`src/sv/gclp_pkg.sv`:
```
// ----------------------------------------------------------------------------
// gclp_pkg: shared types and constants of the G-code line parser
// Character codes, result kinds, the result item type and the small lookup
// tables for parameter letters and powers of ten.
// ----------------------------------------------------------------------------
package gclp_pkg;

    localparam int MANT_W      = 64;
    localparam int DIVISOR_W   = 24;
    localparam int NUM_SLOTS   = 11;
    localparam int SLOT_W      = 4;
    localparam int QUEUE_DEPTH = 4;
    localparam int QPTR_W      = 2;

    localparam logic [SLOT_W-1:0] CMD_SLOT = 4'd11;

    // Saturation value, and the largest accumulator value that can still take one more digit
    localparam logic [MANT_W-1:0] MANT_SAT = 64'h8000_0000_0000_0000;
    localparam logic [MANT_W-1:0] MANT_LIM = (MANT_SAT - 64'd9) / 64'd10;

    localparam logic [7:0] CH_SPACE = 8'h20;
    localparam logic [7:0] CH_SEMI  = 8'h3B;
    localparam logic [7:0] CH_MINUS = 8'h2D;
    localparam logic [7:0] CH_DOT   = 8'h2E;
    localparam logic [7:0] CH_CR    = 8'h0D;
    localparam logic [7:0] CH_LF    = 8'h0A;
    localparam logic [7:0] CH_0     = 8'h30;
    localparam logic [7:0] CH_9     = 8'h39;
    localparam logic [7:0] CH_LOW_A = 8'h61;
    localparam logic [7:0] CH_LOW_Z = 8'h7A;
    localparam logic [7:0] CASE_OFS = 8'h20;

    localparam logic [1:0] KIND_HDR  = 2'd0;
    localparam logic [1:0] KIND_WORD = 2'd1;
    localparam logic [1:0] KIND_ACK  = 2'd2;

    typedef struct packed {
        logic [1:0]  kind;
        logic [7:0]  letter;
        logic [15:0] cnum;
        logic [31:0] value;
        logic        last;
    } res_t;

    typedef struct packed {
        logic              hit;
        logic [SLOT_W-1:0] idx;
    } slot_hit_t;

    function automatic logic [DIVISOR_W-1:0] pow10(input logic [2:0] n);
        logic [DIVISOR_W-1:0] p;
        case (n)
            3'd0: p = 24'd1;
            3'd1: p = 24'd10;
            3'd2: p = 24'd100;
            3'd3: p = 24'd1000;
            3'd4: p = 24'd10000;
            3'd5: p = 24'd100000;
            3'd6: p = 24'd1000000;
            3'd7: p = 24'd10000000;
            default: p = 24'd1;
        endcase
        return p;
    endfunction

    function automatic logic [7:0] slot_letter(input logic [SLOT_W-1:0] idx);
        logic [7:0] c;
        case (idx)
            4'd0:  c = "X";
            4'd1:  c = "Y";
            4'd2:  c = "Z";
            4'd3:  c = "E";
            4'd4:  c = "A";
            4'd5:  c = "B";
            4'd6:  c = "C";
            4'd7:  c = "F";
            4'd8:  c = "S";
            4'd9:  c = "P";
            4'd10: c = "T";
            default: c = 8'd0;
        endcase
        return c;
    endfunction

    function automatic slot_hit_t slot_lookup(input logic [7:0] c);
        slot_hit_t r;
        r.hit = 1'b1;
        case (c)
            "X": r.idx = 4'd0;
            "Y": r.idx = 4'd1;
            "Z": r.idx = 4'd2;
            "E": r.idx = 4'd3;
            "A": r.idx = 4'd4;
            "B": r.idx = 4'd5;
            "C": r.idx = 4'd6;
            "F": r.idx = 4'd7;
            "S": r.idx = 4'd8;
            "P": r.idx = 4'd9;
            "T": r.idx = 4'd10;
            default: begin
                r.hit = 1'b0;
                r.idx = 4'd0;
            end
        endcase
        return r;
    endfunction

    function automatic logic [7:0] upcase(input logic [7:0] c);
        logic [7:0] u;
        u = c;
        if (c >= CH_LOW_A && c <= CH_LOW_Z) begin
            u = c - CASE_OFS;
        end
        return u;
    endfunction

endpackage

```
`src/sv/gclp_div.sv`:
```
// ----------------------------------------------------------------------------
// gclp_div: radix-2 restoring divider for number conversion
// Divides the decimal accumulator by a power of ten one quotient bit per
// cycle, continuing into FRAC_BITS fraction bits for parameter values.
// ----------------------------------------------------------------------------
module gclp_div #(
    parameter int FRAC_BITS   = 16,
    parameter int VALUE_WIDTH = 32
) (
    input  logic                            aclk,
    input  logic                            aresetn,
    input  logic                            start,
    input  logic                            is_cmd,
    input  logic [gclp_pkg::MANT_W-1:0]     dividend,
    input  logic [gclp_pkg::DIVISOR_W-1:0]  divisor,
    output logic                            done,
    output logic [VALUE_WIDTH-1:0]          quot,
    output logic                            ovf,
    output logic                            round_up
);

    localparam int DVD_W = gclp_pkg::MANT_W;
    localparam int DS_W  = gclp_pkg::DIVISOR_W;
    localparam int CNT_W = $clog2(DVD_W + FRAC_BITS + 1);

    logic              busy_reg, busy_next;
    logic              done_reg, done_next;
    logic [CNT_W-1:0]  cnt_reg, cnt_next;
    logic [DVD_W-1:0]  dvd_reg, dvd_next;
    logic [DS_W-1:0]   dvs_reg, dvs_next;
    logic [DS_W-1:0]   rem_reg, rem_next;
    logic [VALUE_WIDTH-1:0] quot_reg, quot_next;
    logic              ovf_reg, ovf_next;
    logic              cmd_reg, cmd_next;

    logic [DS_W:0]     rem2;
    logic [DS_W:0]     rem_sub;
    logic              ge;
    logic [VALUE_WIDTH-1:0] q_shift;

    always_comb begin
        rem2    = {rem_reg, dvd_reg[DVD_W-1]};
        ge      = rem2 >= {1'b0, dvs_reg};
        rem_sub = rem2 - {1'b0, dvs_reg};
        q_shift = {quot_reg[VALUE_WIDTH-2:0], ge};

        busy_next = busy_reg;
        done_next = 1'b0;
        cnt_next  = cnt_reg;
        dvd_next  = dvd_reg;
        dvs_next  = dvs_reg;
        rem_next  = rem_reg;
        quot_next = quot_reg;
        ovf_next  = ovf_reg;
        cmd_next  = cmd_reg;

        if (start) begin
            busy_next = 1'b1;
            cnt_next  = is_cmd ? CNT_W'(DVD_W) : CNT_W'(DVD_W + FRAC_BITS);
            dvd_next  = dividend;
            dvs_next  = divisor;
            rem_next  = '0;
            quot_next = '0;
            ovf_next  = 1'b0;
            cmd_next  = is_cmd;
        end else if (busy_reg) begin
            dvd_next  = {dvd_reg[DVD_W-2:0], 1'b0};
            rem_next  = ge ? rem_sub[DS_W-1:0] : rem2[DS_W-1:0];
            quot_next = q_shift;
            // flag any quotient bit reaching the saturation position
            ovf_next  = ovf_reg | (cmd_reg ? q_shift[15] : q_shift[VALUE_WIDTH-1]);
            cnt_next  = cnt_reg - CNT_W'(1);
            if (cnt_reg == CNT_W'(1)) begin
                busy_next = 1'b0;
                done_next = 1'b1;
            end
        end
    end

    always_ff @(posedge aclk) begin
        if (!aresetn) begin
            busy_reg <= 1'b0;
            done_reg <= 1'b0;
            cnt_reg  <= '0;
        end else begin
            busy_reg <= busy_next;
            done_reg <= done_next;
            cnt_reg  <= cnt_next;
        end
        dvd_reg  <= dvd_next;
        dvs_reg  <= dvs_next;
        rem_reg  <= rem_next;
        quot_reg <= quot_next;
        ovf_reg  <= ovf_next;
        cmd_reg  <= cmd_next;
    end

    assign done     = done_reg;
    assign quot     = quot_reg;
    assign ovf      = ovf_reg;
    assign round_up = {rem_reg, 1'b0} >= {1'b0, dvs_reg};

endmodule

```
`src/sv/gclp_front.sv`:
```
// ----------------------------------------------------------------------------
// gclp_front: byte classifier, number accumulator and command sequencer
// Parses one byte per accepted item, converts finished numbers with the
// divider and pushes the resulting items into the queue one per cycle while it has space.
// ----------------------------------------------------------------------------
module gclp_front #(
    parameter int FRAC_BITS       = 16,
    parameter int MAX_FRAC_DIGITS = 6,
    parameter int VALUE_WIDTH     = 32
) (
    input  logic                 aclk,
    input  logic                 aresetn,
    input  logic                 in_valid,
    output logic                 in_ready,
    input  logic [7:0]           in_byte,
    output logic                 push_valid,
    input  logic                 push_ready,
    output gclp_pkg::res_t       push_item
);

    localparam int VW  = VALUE_WIDTH;
    localparam int VW1 = VALUE_WIDTH + 1;
    localparam int NS  = gclp_pkg::NUM_SLOTS;
    localparam int SW  = gclp_pkg::SLOT_W;
    localparam int MW  = gclp_pkg::MANT_W;

    typedef enum logic [1:0] {ST_IDLE, ST_DIV, ST_WORD, ST_EMIT} st_t;
    typedef enum logic [1:0] {PH_LETTER, PH_NUMBER, PH_WORD, PH_SKIP} ph_t;

    st_t              st_reg, st_next;
    ph_t              ph_reg, ph_next;
    logic [7:0]       cmd_letter_reg, cmd_letter_next;
    logic [15:0]      cmd_num_reg, cmd_num_next;
    logic [SW-1:0]    slot_reg, slot_next;
    logic [MW-1:0]    mant_reg, mant_next;
    logic [2:0]       fdig_reg, fdig_next;
    logic             neg_reg, neg_next;
    logic             infrac_reg, infrac_next;
    logic [NS-1:0]    present_reg, present_next;
    logic [7:0]       byte_reg, byte_next;
    logic             em_hdr_reg, em_hdr_next;
    logic [NS-1:0]    em_mask_reg, em_mask_next;
    logic             em_ack_reg, em_ack_next;
    logic [VW-1:0]    slot_val_reg [NS];
    logic             val_we;
    logic [VW-1:0]    val_wdata;

    logic             acc;
    logic             do_word;
    logic [7:0]       wb;
    logic [7:0]       wb_up;
    logic             wb_eol;
    gclp_pkg::slot_hit_t wb_hit;
    logic             in_eol;
    logic             in_digit;
    logic [3:0]       digit;

    logic             div_start;
    logic             div_done;
    logic [VW-1:0]    div_quot;
    logic             div_ovf;
    logic             div_round;

    logic [16:0]      magc, limc;
    logic [VW1-1:0]   magv, limv;
    logic [VW-1:0]    sval;

    logic [SW-1:0]    em_idx;
    logic [NS-1:0]    em_rest;
    logic [VW+31:0]   val_ext;

    gclp_div #(
        .FRAC_BITS   (FRAC_BITS),
        .VALUE_WIDTH (VALUE_WIDTH)
    ) u_div (
        .aclk     (aclk),
        .aresetn  (aresetn),
        .start    (div_start),
        .is_cmd   (slot_reg == gclp_pkg::CMD_SLOT),
        .dividend (mant_reg),
        .divisor  (gclp_pkg::pow10(fdig_reg)),
        .done     (div_done),
        .quot     (div_quot),
        .ovf      (div_ovf),
        .round_up (div_round)
    );

    assign in_ready = (st_reg == ST_IDLE);
    assign acc      = in_valid && in_ready;
    assign in_eol   = (in_byte == gclp_pkg::CH_CR) || (in_byte == gclp_pkg::CH_LF);
    assign in_digit = (in_byte >= gclp_pkg::CH_0) && (in_byte <= gclp_pkg::CH_9);
    assign digit    = 4'(in_byte - gclp_pkg::CH_0);

    assign wb      = (st_reg == ST_WORD) ? byte_reg : in_byte;
    assign wb_up   = gclp_pkg::upcase(wb);
    assign wb_eol  = (wb == gclp_pkg::CH_CR) || (wb == gclp_pkg::CH_LF);
    assign wb_hit  = gclp_pkg::slot_lookup(wb_up);
    assign do_word = (st_reg == ST_WORD) || (acc && ph_reg == PH_WORD);

    // Conversion of the finished number, rounded and saturated
    always_comb begin
        magc = {1'b0, div_quot[15:0]} + 17'(div_round);
        limc = neg_reg ? 17'd32768 : 17'd32767;
        if (div_ovf || magc > limc) begin
            magc = limc;
        end
        magv = {1'b0, div_quot} + VW1'(div_round);
        limv = neg_reg ? (VW1'(1) << (VW - 1)) : ((VW1'(1) << (VW - 1)) - VW1'(1));
        if (div_ovf || magv > limv) begin
            magv = limv;
        end
        sval = neg_reg ? (VW'(0) - magv[VW-1:0]) : magv[VW-1:0];
    end

    // Lowest pending parameter slot
    always_comb begin
        em_idx = '0;
        for (int i = NS - 1; i >= 0; i--) begin
            if (em_mask_reg[i]) begin
                em_idx = SW'(i);
            end
        end
        em_rest = em_mask_reg & ~(NS'(1) << em_idx);
        val_ext = {32'd0, slot_val_reg[em_idx]};
    end

    always_comb begin
        st_next         = st_reg;
        ph_next         = ph_reg;
        cmd_letter_next = cmd_letter_reg;
        cmd_num_next    = cmd_num_reg;
        slot_next       = slot_reg;
        mant_next       = mant_reg;
        fdig_next       = fdig_reg;
        neg_next        = neg_reg;
        infrac_next     = infrac_reg;
        present_next    = present_reg;
        byte_next       = byte_reg;
        em_hdr_next     = em_hdr_reg;
        em_mask_next    = em_mask_reg;
        em_ack_next     = em_ack_reg;
        div_start       = 1'b0;
        val_we          = 1'b0;
        val_wdata       = sval;
        push_valid      = 1'b0;
        push_item       = '0;

        if (acc) begin
            case (ph_reg)
                PH_LETTER: begin
                    if (in_eol) begin
                        em_ack_next = 1'b1;
                    end else if (in_byte != gclp_pkg::CH_SPACE) begin
                        cmd_letter_next = gclp_pkg::upcase(in_byte);
                        present_next    = '0;
                        slot_next       = gclp_pkg::CMD_SLOT;
                        mant_next       = '0;
                        fdig_next       = '0;
                        neg_next        = 1'b0;
                        infrac_next     = 1'b0;
                        ph_next         = PH_NUMBER;
                    end
                end
                PH_NUMBER: begin
                    if (in_byte == gclp_pkg::CH_DOT) begin
                        infrac_next = 1'b1;
                    end else if (in_byte == gclp_pkg::CH_MINUS) begin
                        neg_next = 1'b1;
                    end else if (in_digit) begin
                        if (!infrac_reg || fdig_reg < 3'(MAX_FRAC_DIGITS)) begin
                            if (mant_reg > gclp_pkg::MANT_LIM) begin
                                mant_next = gclp_pkg::MANT_SAT;
                            end else begin
                                mant_next = (mant_reg << 3) + (mant_reg << 1) + MW'(digit);
                            end
                            if (infrac_reg) begin
                                fdig_next = fdig_reg + 3'd1;
                            end
                        end
                    end else begin
                        // hold the byte until the number is converted
                        byte_next = in_byte;
                        div_start = 1'b1;
                    end
                end
                PH_WORD: begin
                end
                PH_SKIP: begin
                    if (in_eol) begin
                        em_ack_next = 1'b1;
                        ph_next     = PH_LETTER;
                    end
                end
                default: begin
                end
            endcase
        end

        if (st_reg == ST_DIV && div_done) begin
            if (slot_reg == gclp_pkg::CMD_SLOT) begin
                cmd_num_next = neg_reg ? (16'd0 - magc[15:0]) : magc[15:0];
            end else begin
                val_we       = 1'b1;
                present_next = present_reg | (NS'(1) << slot_reg);
            end
            ph_next = PH_WORD;
            st_next = ST_WORD;
        end

        if (do_word && wb != gclp_pkg::CH_SPACE) begin
            if (wb == gclp_pkg::CH_SEMI || wb_eol || !wb_hit.hit) begin
                em_hdr_next  = (cmd_letter_reg != gclp_pkg::CH_SEMI);
                em_mask_next = (cmd_letter_reg != gclp_pkg::CH_SEMI) ? present_reg : '0;
                em_ack_next  = wb_eol;
                present_next = '0;
                ph_next      = (wb == gclp_pkg::CH_SEMI || wb_eol) ? PH_LETTER : PH_SKIP;
            end else begin
                slot_next   = wb_hit.idx;
                mant_next   = '0;
                fdig_next   = '0;
                neg_next    = 1'b0;
                infrac_next = 1'b0;
                ph_next     = PH_NUMBER;
            end
        end

        if (acc || st_reg == ST_WORD) begin
            if (div_start) begin
                st_next = ST_DIV;
            end else if (em_hdr_next || em_mask_next != '0 || em_ack_next) begin
                st_next = ST_EMIT;
            end else begin
                st_next = ST_IDLE;
            end
        end

        if (st_reg == ST_EMIT) begin
            push_valid = 1'b1;
            if (em_hdr_reg) begin
                push_item.kind   = gclp_pkg::KIND_HDR;
                push_item.letter = cmd_letter_reg;
                push_item.cnum   = cmd_num_reg;
                push_item.last   = (em_mask_reg == '0) && !em_ack_reg;
            end else if (em_mask_reg != '0) begin
                push_item.kind   = gclp_pkg::KIND_WORD;
                push_item.letter = gclp_pkg::slot_letter(em_idx);
                push_item.value  = val_ext[31:0];
                push_item.last   = (em_rest == '0) && !em_ack_reg;
            end else begin
                push_item.kind   = gclp_pkg::KIND_ACK;
                push_item.last   = 1'b1;
            end
            if (push_ready) begin
                if (em_hdr_reg) begin
                    em_hdr_next = 1'b0;
                end else if (em_mask_reg != '0) begin
                    em_mask_next = em_rest;
                end else begin
                    em_ack_next = 1'b0;
                end
                if (push_item.last) begin
                    st_next = ST_IDLE;
                end
            end
        end
    end

    always_ff @(posedge aclk) begin
        if (!aresetn) begin
            st_reg         <= ST_IDLE;
            ph_reg         <= PH_LETTER;
            cmd_letter_reg <= '0;
            cmd_num_reg    <= '0;
            slot_reg       <= '0;
            mant_reg       <= '0;
            fdig_reg       <= '0;
            neg_reg        <= 1'b0;
            infrac_reg     <= 1'b0;
            present_reg    <= '0;
            em_hdr_reg     <= 1'b0;
            em_mask_reg    <= '0;
            em_ack_reg     <= 1'b0;
        end else begin
            st_reg         <= st_next;
            ph_reg         <= ph_next;
            cmd_letter_reg <= cmd_letter_next;
            cmd_num_reg    <= cmd_num_next;
            slot_reg       <= slot_next;
            mant_reg       <= mant_next;
            fdig_reg       <= fdig_next;
            neg_reg        <= neg_next;
            infrac_reg     <= infrac_next;
            present_reg    <= present_next;
            em_hdr_reg     <= em_hdr_next;
            em_mask_reg    <= em_mask_next;
            em_ack_reg     <= em_ack_next;
        end
        byte_reg <= byte_next;
        if (val_we) begin
            slot_val_reg[slot_reg] <= val_wdata;
        end
    end

endmodule

```
`src/sv/gclp_queue.sv`:
```
// ----------------------------------------------------------------------------
// gclp_queue: result item queue between sequencer and output channel
// Small FIFO that lets the sequencer push while the receiver stalls.
// ----------------------------------------------------------------------------
module gclp_queue (
    input  logic               aclk,
    input  logic               aresetn,
    input  logic               push_valid,
    output logic               push_ready,
    input  gclp_pkg::res_t     push_item,
    output logic               pop_valid,
    input  logic               pop_ready,
    output gclp_pkg::res_t     pop_item
);

    localparam int PW = gclp_pkg::QPTR_W;
    localparam int D  = gclp_pkg::QUEUE_DEPTH;

    gclp_pkg::res_t   mem [D];
    logic [PW-1:0]    wr_reg, wr_next;
    logic [PW-1:0]    rd_reg, rd_next;
    logic [PW:0]      cnt_reg, cnt_next;
    logic             push, pop;

    assign push_ready = (cnt_reg != (PW+1)'(D));
    assign pop_valid  = (cnt_reg != '0);
    assign push       = push_valid && push_ready;
    assign pop        = pop_valid && pop_ready;
    assign pop_item   = mem[rd_reg];

    always_comb begin
        wr_next  = push ? wr_reg + PW'(1) : wr_reg;
        rd_next  = pop ? rd_reg + PW'(1) : rd_reg;
        cnt_next = cnt_reg + (PW+1)'(push) - (PW+1)'(pop);
    end

    always_ff @(posedge aclk) begin
        if (!aresetn) begin
            wr_reg  <= '0;
            rd_reg  <= '0;
            cnt_reg <= '0;
        end else begin
            wr_reg  <= wr_next;
            rd_reg  <= rd_next;
            cnt_reg <= cnt_next;
        end
        if (push) begin
            mem[wr_reg] <= push_item;
        end
    end

endmodule

```
`src/sv/gcode_line_parser.sv`:
```
// ----------------------------------------------------------------------------
// gcode_line_parser: streaming G-code line parser
// Takes ASCII bytes on s_axis and emits command headers, parameter words
// and line acknowledges on m_axis.
// ----------------------------------------------------------------------------
// Usage:
//   s_tdata carries one received byte per item. m_tuser gives the result
//   kind (header, parameter word, line acknowledge), m_tdata the letter,
//   command number and Q(FRAC_BITS) value, m_tlast marks the final result
//   caused by one byte.
//   A byte that only updates parser state leaves s_tready high. A byte that ends
//   a number starts the shift-subtract divider, which for a parameter value
//   continues into FRAC_BITS fraction bits; the held byte is processed after
//   it. A terminator then pushes its results, one per cycle while the queue has
//   space, up to 13, into a four-entry queue before s_tready returns.
//   Reset clears the parser to expect a command letter and empties the queue.
//   When the receiver stalls, results wait in the queue; once it fills, the
//   sequencer holds and s_tready stays low until space frees up.
// ----------------------------------------------------------------------------
module gcode_line_parser #(
    parameter int FRAC_BITS       = 16,
    parameter int MAX_FRAC_DIGITS = 6,
    parameter int VALUE_WIDTH     = 32
) (
    input  logic        aclk,
    input  logic        aresetn,
    input  logic        s_tvalid,
    output logic        s_tready,
    input  logic [7:0]  s_tdata,   // [7:0] rx_byte
    output logic        m_tvalid,
    input  logic        m_tready,
    output logic [55:0] m_tdata,   // [7:0] letter, [23:8] command_number, [55:24] value
    output logic [1:0]  m_tuser,   // [1:0] kind
    output logic        m_tlast
);

    logic            push_valid;
    logic            push_ready;
    gclp_pkg::res_t  push_item;
    gclp_pkg::res_t  pop_item;

    gclp_front #(
        .FRAC_BITS       (FRAC_BITS),
        .MAX_FRAC_DIGITS (MAX_FRAC_DIGITS),
        .VALUE_WIDTH     (VALUE_WIDTH)
    ) u_front (
        .aclk       (aclk),
        .aresetn    (aresetn),
        .in_valid   (s_tvalid),
        .in_ready   (s_tready),
        .in_byte    (s_tdata),
        .push_valid (push_valid),
        .push_ready (push_ready),
        .push_item  (push_item)
    );

    gclp_queue u_queue (
        .aclk       (aclk),
        .aresetn    (aresetn),
        .push_valid (push_valid),
        .push_ready (push_ready),
        .push_item  (push_item),
        .pop_valid  (m_tvalid),
        .pop_ready  (m_tready),
        .pop_item   (pop_item)
    );

    assign m_tdata = {pop_item.value, pop_item.cnum, pop_item.letter};
    assign m_tuser = pop_item.kind;
    assign m_tlast = pop_item.last;

endmodule
```
`config.mk`:
```
export PLATFORM = sky130hd
export DESIGN_NAME = gcode_line_parser
export DESIGN_NICKNAME = d
export VERILOG_FILES = /design/src/sv/gclp_pkg.sv /design/src/sv/gclp_div.sv /design/src/sv/gclp_front.sv /design/src/sv/gclp_queue.sv /design/src/sv/gcode_line_parser.sv
export SDC_FILE = /design/constraint.sdc
export NUM_CORES = 2
export LEC_CHECK = 0
export BUFFER_PORTS_ARGS = -buffer_cell sky130_fd_sc_hd__buf_2
export CORE_ASPECT_RATIO = 2
export CORE_UTILIZATION = 64
export DETAILED_ROUTE_END_ITERATION = 10
export GPL_ROUTABILITY_DRIVEN = 0
export PLACE_DENSITY = 0.92
export SETUP_SLACK_MARGIN = 0.15
export SKIP_LAST_GASP = 1
export SLEW_MARGIN = 20
export SYNTH_ARGS = -nofsm -noshare
export SYNTH_HDL_FRONTEND = slang
export SYNTH_SLANG_ARGS = --single-unit
```
`constraint.sdc`:
```
create_clock -name aclk -period 8.64 [get_ports aclk]
set_input_delay 1.296 -clock aclk [delete_from_list [all_inputs] [get_ports aclk]]
set_output_delay 1.296 -clock aclk [all_outputs]
set_load 0.1 [all_outputs]
```
==> metrics.log <==
[metrics] result of the run: complete, no violations
[metrics] Top FF cell, synth: edfxtp_1
[metrics] cell-internal power: 0.00791 W
[metrics] Reg power frac: 0.446
[metrics] via count of the first global-routing pass: 34,600
[metrics] pin count of the biggest net entering global routing: 90
[metrics] arrival time of data at the critical path endpoint: 8570 ps
[metrics] share of cells above drive strength 1: 0.0981
[metrics] RSZ-0062 raised after global routing: true
[metrics] H-Tree Level Count: 3
[metrics] CP endpoint kind: flop
[metrics] clk_lat worst skew: 690 ps
[metrics] Routed wire per std cell: 24.8 µm
[metrics] Slew Limit Fails: 0
[metrics] worst slew margin relative to its limit: 0.205
[metrics] critical path's slowest cell: a31oi_1
[metrics] final setup skew: 46.8 ps
[metrics] Least-Margin Pin Slew: 1190 ps
[metrics] startpoint of the lowest-slack hold path: u_front.present_reg[10]
[metrics] Buffers & Inverters on Critical Path: 6
[metrics] Bufs on Longest Clock Path: 3
[metrics] reg-to-reg setup timing slack: 400 ps
[metrics] average size of a mapped cell: 10.8 µm²
[metrics] Total Routed Length: 123 mm
[metrics] post-synthesis mux area share: 0.0417
[metrics] source of the critical timing path: u_front.u_div.dvs_reg[18]
[metrics] TritonCTS sink count: 877
[metrics] maximum clock frequency: 0.121 GHz
[metrics] area grow syn2layout: 8.37%
[metrics] Initial Util: 0.646
[metrics] die height: 372 µm
[metrics] post-synthesis async set-or-reset flop share: 0
[metrics] core box area: 0.0677 mm²
[metrics] Setup Viol. Count Final: 0
[metrics] startpoint of the worst-slack reg-to-reg timing path: u_front.u_div.dvs_reg[18]
[metrics] Placed Cells: 4,827
[metrics] Synth area leaders: edfxtp_1 46%, dfxtp_1 9.1%, nand2_1 6.4%
[metrics] clock transition at the registers of the reported paths: 70 ps
[metrics] Detailed Routing Iterations Pass 1: 10
[metrics] largest stage delay on the critical path: 890 ps
[metrics] number of flops mapped to enable cells by yosys: 677
[metrics] data required time of the worst path: 8970 ps
[metrics] width of the chip: 187 µm
[metrics] simple logic cell fraction of the synthesized area: 0.158
[metrics] CP Launch Type: flop
[metrics] Final period util: 0.954
[metrics] number of rows created at floorplan: 135
[metrics] number of non-filler instances in the completed layout: 4,972
[metrics] Synth Area in XOR/XNOR: 0.0242
[metrics] net switching power: 0.00393 W
[metrics] total of max-cap violations: 0
[metrics] via count of the routed design: 34,700
[metrics] Synth warnings: 0
[metrics] part of the power in the clock network: 0.295
[metrics] sum of overflow across all layers after global routing: 0
[metrics] largest area contributor in the synthesized netlist: edfxtp_1
[metrics] port bufs: 72
[metrics] WS Path Type: reg -> reg
[metrics] die outline area: 0.0695 mm²
[metrics] count of mapped cells out of synthesis: 4,037
[metrics] register area share after synthesis: 0.556
[metrics] largest fanout on the critical path: 21
[metrics] Logic pwr share: 0.259
[metrics] switching share of power: 0.332
[metrics] number of nets in the final layout: 4,233
[metrics] final HPWL from detailed placement: 75.9 mm
[metrics] Synth Cell Area: 0.0438 mm²
[metrics] class of the tightest hold or removal check: reg -> reg
[metrics] count of final hold-check violations: 0
[metrics] hold bufs inserted after CTS: 0
[metrics] Iteration-0 DRC Markers: 4,206
[metrics] power density normalized to cell area: 250 mW/mm²
[metrics] clock period minus final worst setup slack: 8240 ps
[metrics] synthesized-area fraction occupied by adder cells: 0.0596
[metrics] count of pins on the block boundary: 73
[metrics] Global Route Usage Sum: 0.354
[metrics] number of DRC violations after detailed routing: 0
[metrics] synthesized net count: 4,255
[metrics] Synth Area in Compound Gates: 0.129
[metrics] number of vias per cell after detailed routing: 6.98
[metrics] leakage power summed over all cells: 18.3 nW
[metrics] clock tree from TritonCTS: done
[metrics] first-pass GRT wire length: 189 mm
[metrics] most frequent cell on the critical path: ha_1
[metrics] count of distinct cell types in the synthesized netlist: 107
[metrics] register bit count reported by yosys: 877
[metrics] post-layout util: 0.700
[metrics] max reg flops: 352
[metrics] post-synth top area share: 0.464
[metrics] post-CTS setup buffer count: 0
[metrics] number of buffers created by CTS: 75
[metrics] initial antenna violation count: 8
[metrics] family with the most delay on the worst path: compound AO/OA/AOI/OAI gates
[metrics] Sum Neg Setup Slack: 0 ps
[metrics] combinational family with the most area after synthesis: simple AND/OR/NAND/NOR gates
[metrics] ANT nets after route: 0
[metrics] Worst VDD drop: 232 µV
[metrics] clock root buffer: clkbuf_16
-- path summary, 6_finish.rpt --
kind	endpoint	depth (start not counted)
max	u_front.slot_val_reg[10][18]	32
min	u_front.present_reg[10]	1
max reg2reg	u_front.slot_val_reg[10][18]	32
min reg2reg	u_front.present_reg[10]	1
-- what timing repair did --
action                                  in CTS  in global routing
endpoints found under the setup margin       0                143
resized for setup                            0                  6
hold endpoints to repair                     0                  0
-- worst register-to-register path: cells and delay by family, from the launching register on --
kind	cells	cell delay (ps)
adders and majority gates	5	1360
AOI/OAI and AO/OA	10	2610
buffers and inverters	6	870
and+or+nand+nor	10	2440
DFF	1	330
xor gates and xnor gates	1	250
-- area by class of cell --
class                           instances  area, µm²
Sequential cell                       877      24300
Fill cell                            4234      20300
Multi-Input combinational cell       2820      18200
Clock buffer                           90       2020
Tap cell                              890       1110
Timing Repair Buffer                  129        796
Clock inverter                         49        504
Inverter                              112        423
Antenna cell                            5       12.5
-- layer usage --
layer	vias up	part of all wire	global-route usage
li1	14800	-	-
met1	16200	0.30	0.343
met2	2764	0.50	0.626
met3	902	0.10	0.0795
met4	4	0.099	0.319
met5	-	0.00019	0
-- placed cells by master, fill, tap and decap left out, drive strengths merged, types with 113 or more instances in the layout --
master / count
a21oi: 225
buf: 129
dfxtp: 200
edfxtp: 677
ha: 202
inv: 113
nand2: 750
nand3: 123
nor2: 301
o21ai: 135
-- Yosys cell counts (26+ instances only) --
cell type / n
nand3_1: 120
edfxtp_1: 677
o21ai_0: 129
nor2_1: 300
a31oi_1: 84
o211ai_1: 28
xnor2_1: 77
mux2i_1: 44
a21o_1: 53
a22oi_1: 53
and2_1: 46
a211oi_1: 30
inv_1: 106
nor3_1: 81
ha_1: 202
nand2b_1: 26
o22ai_1: 48
xor2_1: 34
nand2_1: 747
and3_1: 45
mux4_2: 59
o21a_1: 27
nand4_1: 47
dfxtp_1: 200
a21oi_1: 225
clkbuf_1: 184
-- cells by family after synthesis --
family / count (synthesis)
flip-flops: 877
AND/OR/NAND/NOR: 1529
buffers and inverters: 340
multiplexers: 108
AO/OA/AOI/OAI: 862
adder cells (fa/ha/maj): 206
XOR/XNOR: 115
-- power groups by stage --
stage,clock (W),combinational [W],sequential [W]
2_1_floorplan,0,0.00226,0.00524
3_3_place_gp,0,0.00278,0.00535
3_5_place_dp,0,0.00289,0.00537
4_1_cts,0.00349,0.00294,0.00528
5_1_grt,0.00364,0.00327,0.00531
6_report,0.00349,0.00307,0.00528
-- through the flow --
step / power [W] / area [µm²] / hold WS (ps) / setup slack, ps
after floorplan: 0.00750 / 43800 / 407 / 977
after global placement: 0.00814 / 44900 / 437 / 723
after detailed placement: 0.00826 / 44900 / 452 / 486
after CTS: 0.0117 / 47400 / 470 / 491
after global routing: 0.0122 / 47400 / 486 / 63.9
final: 0.0118 / 47400 / 470 / 399
Power figures use the tool's default switching activity.
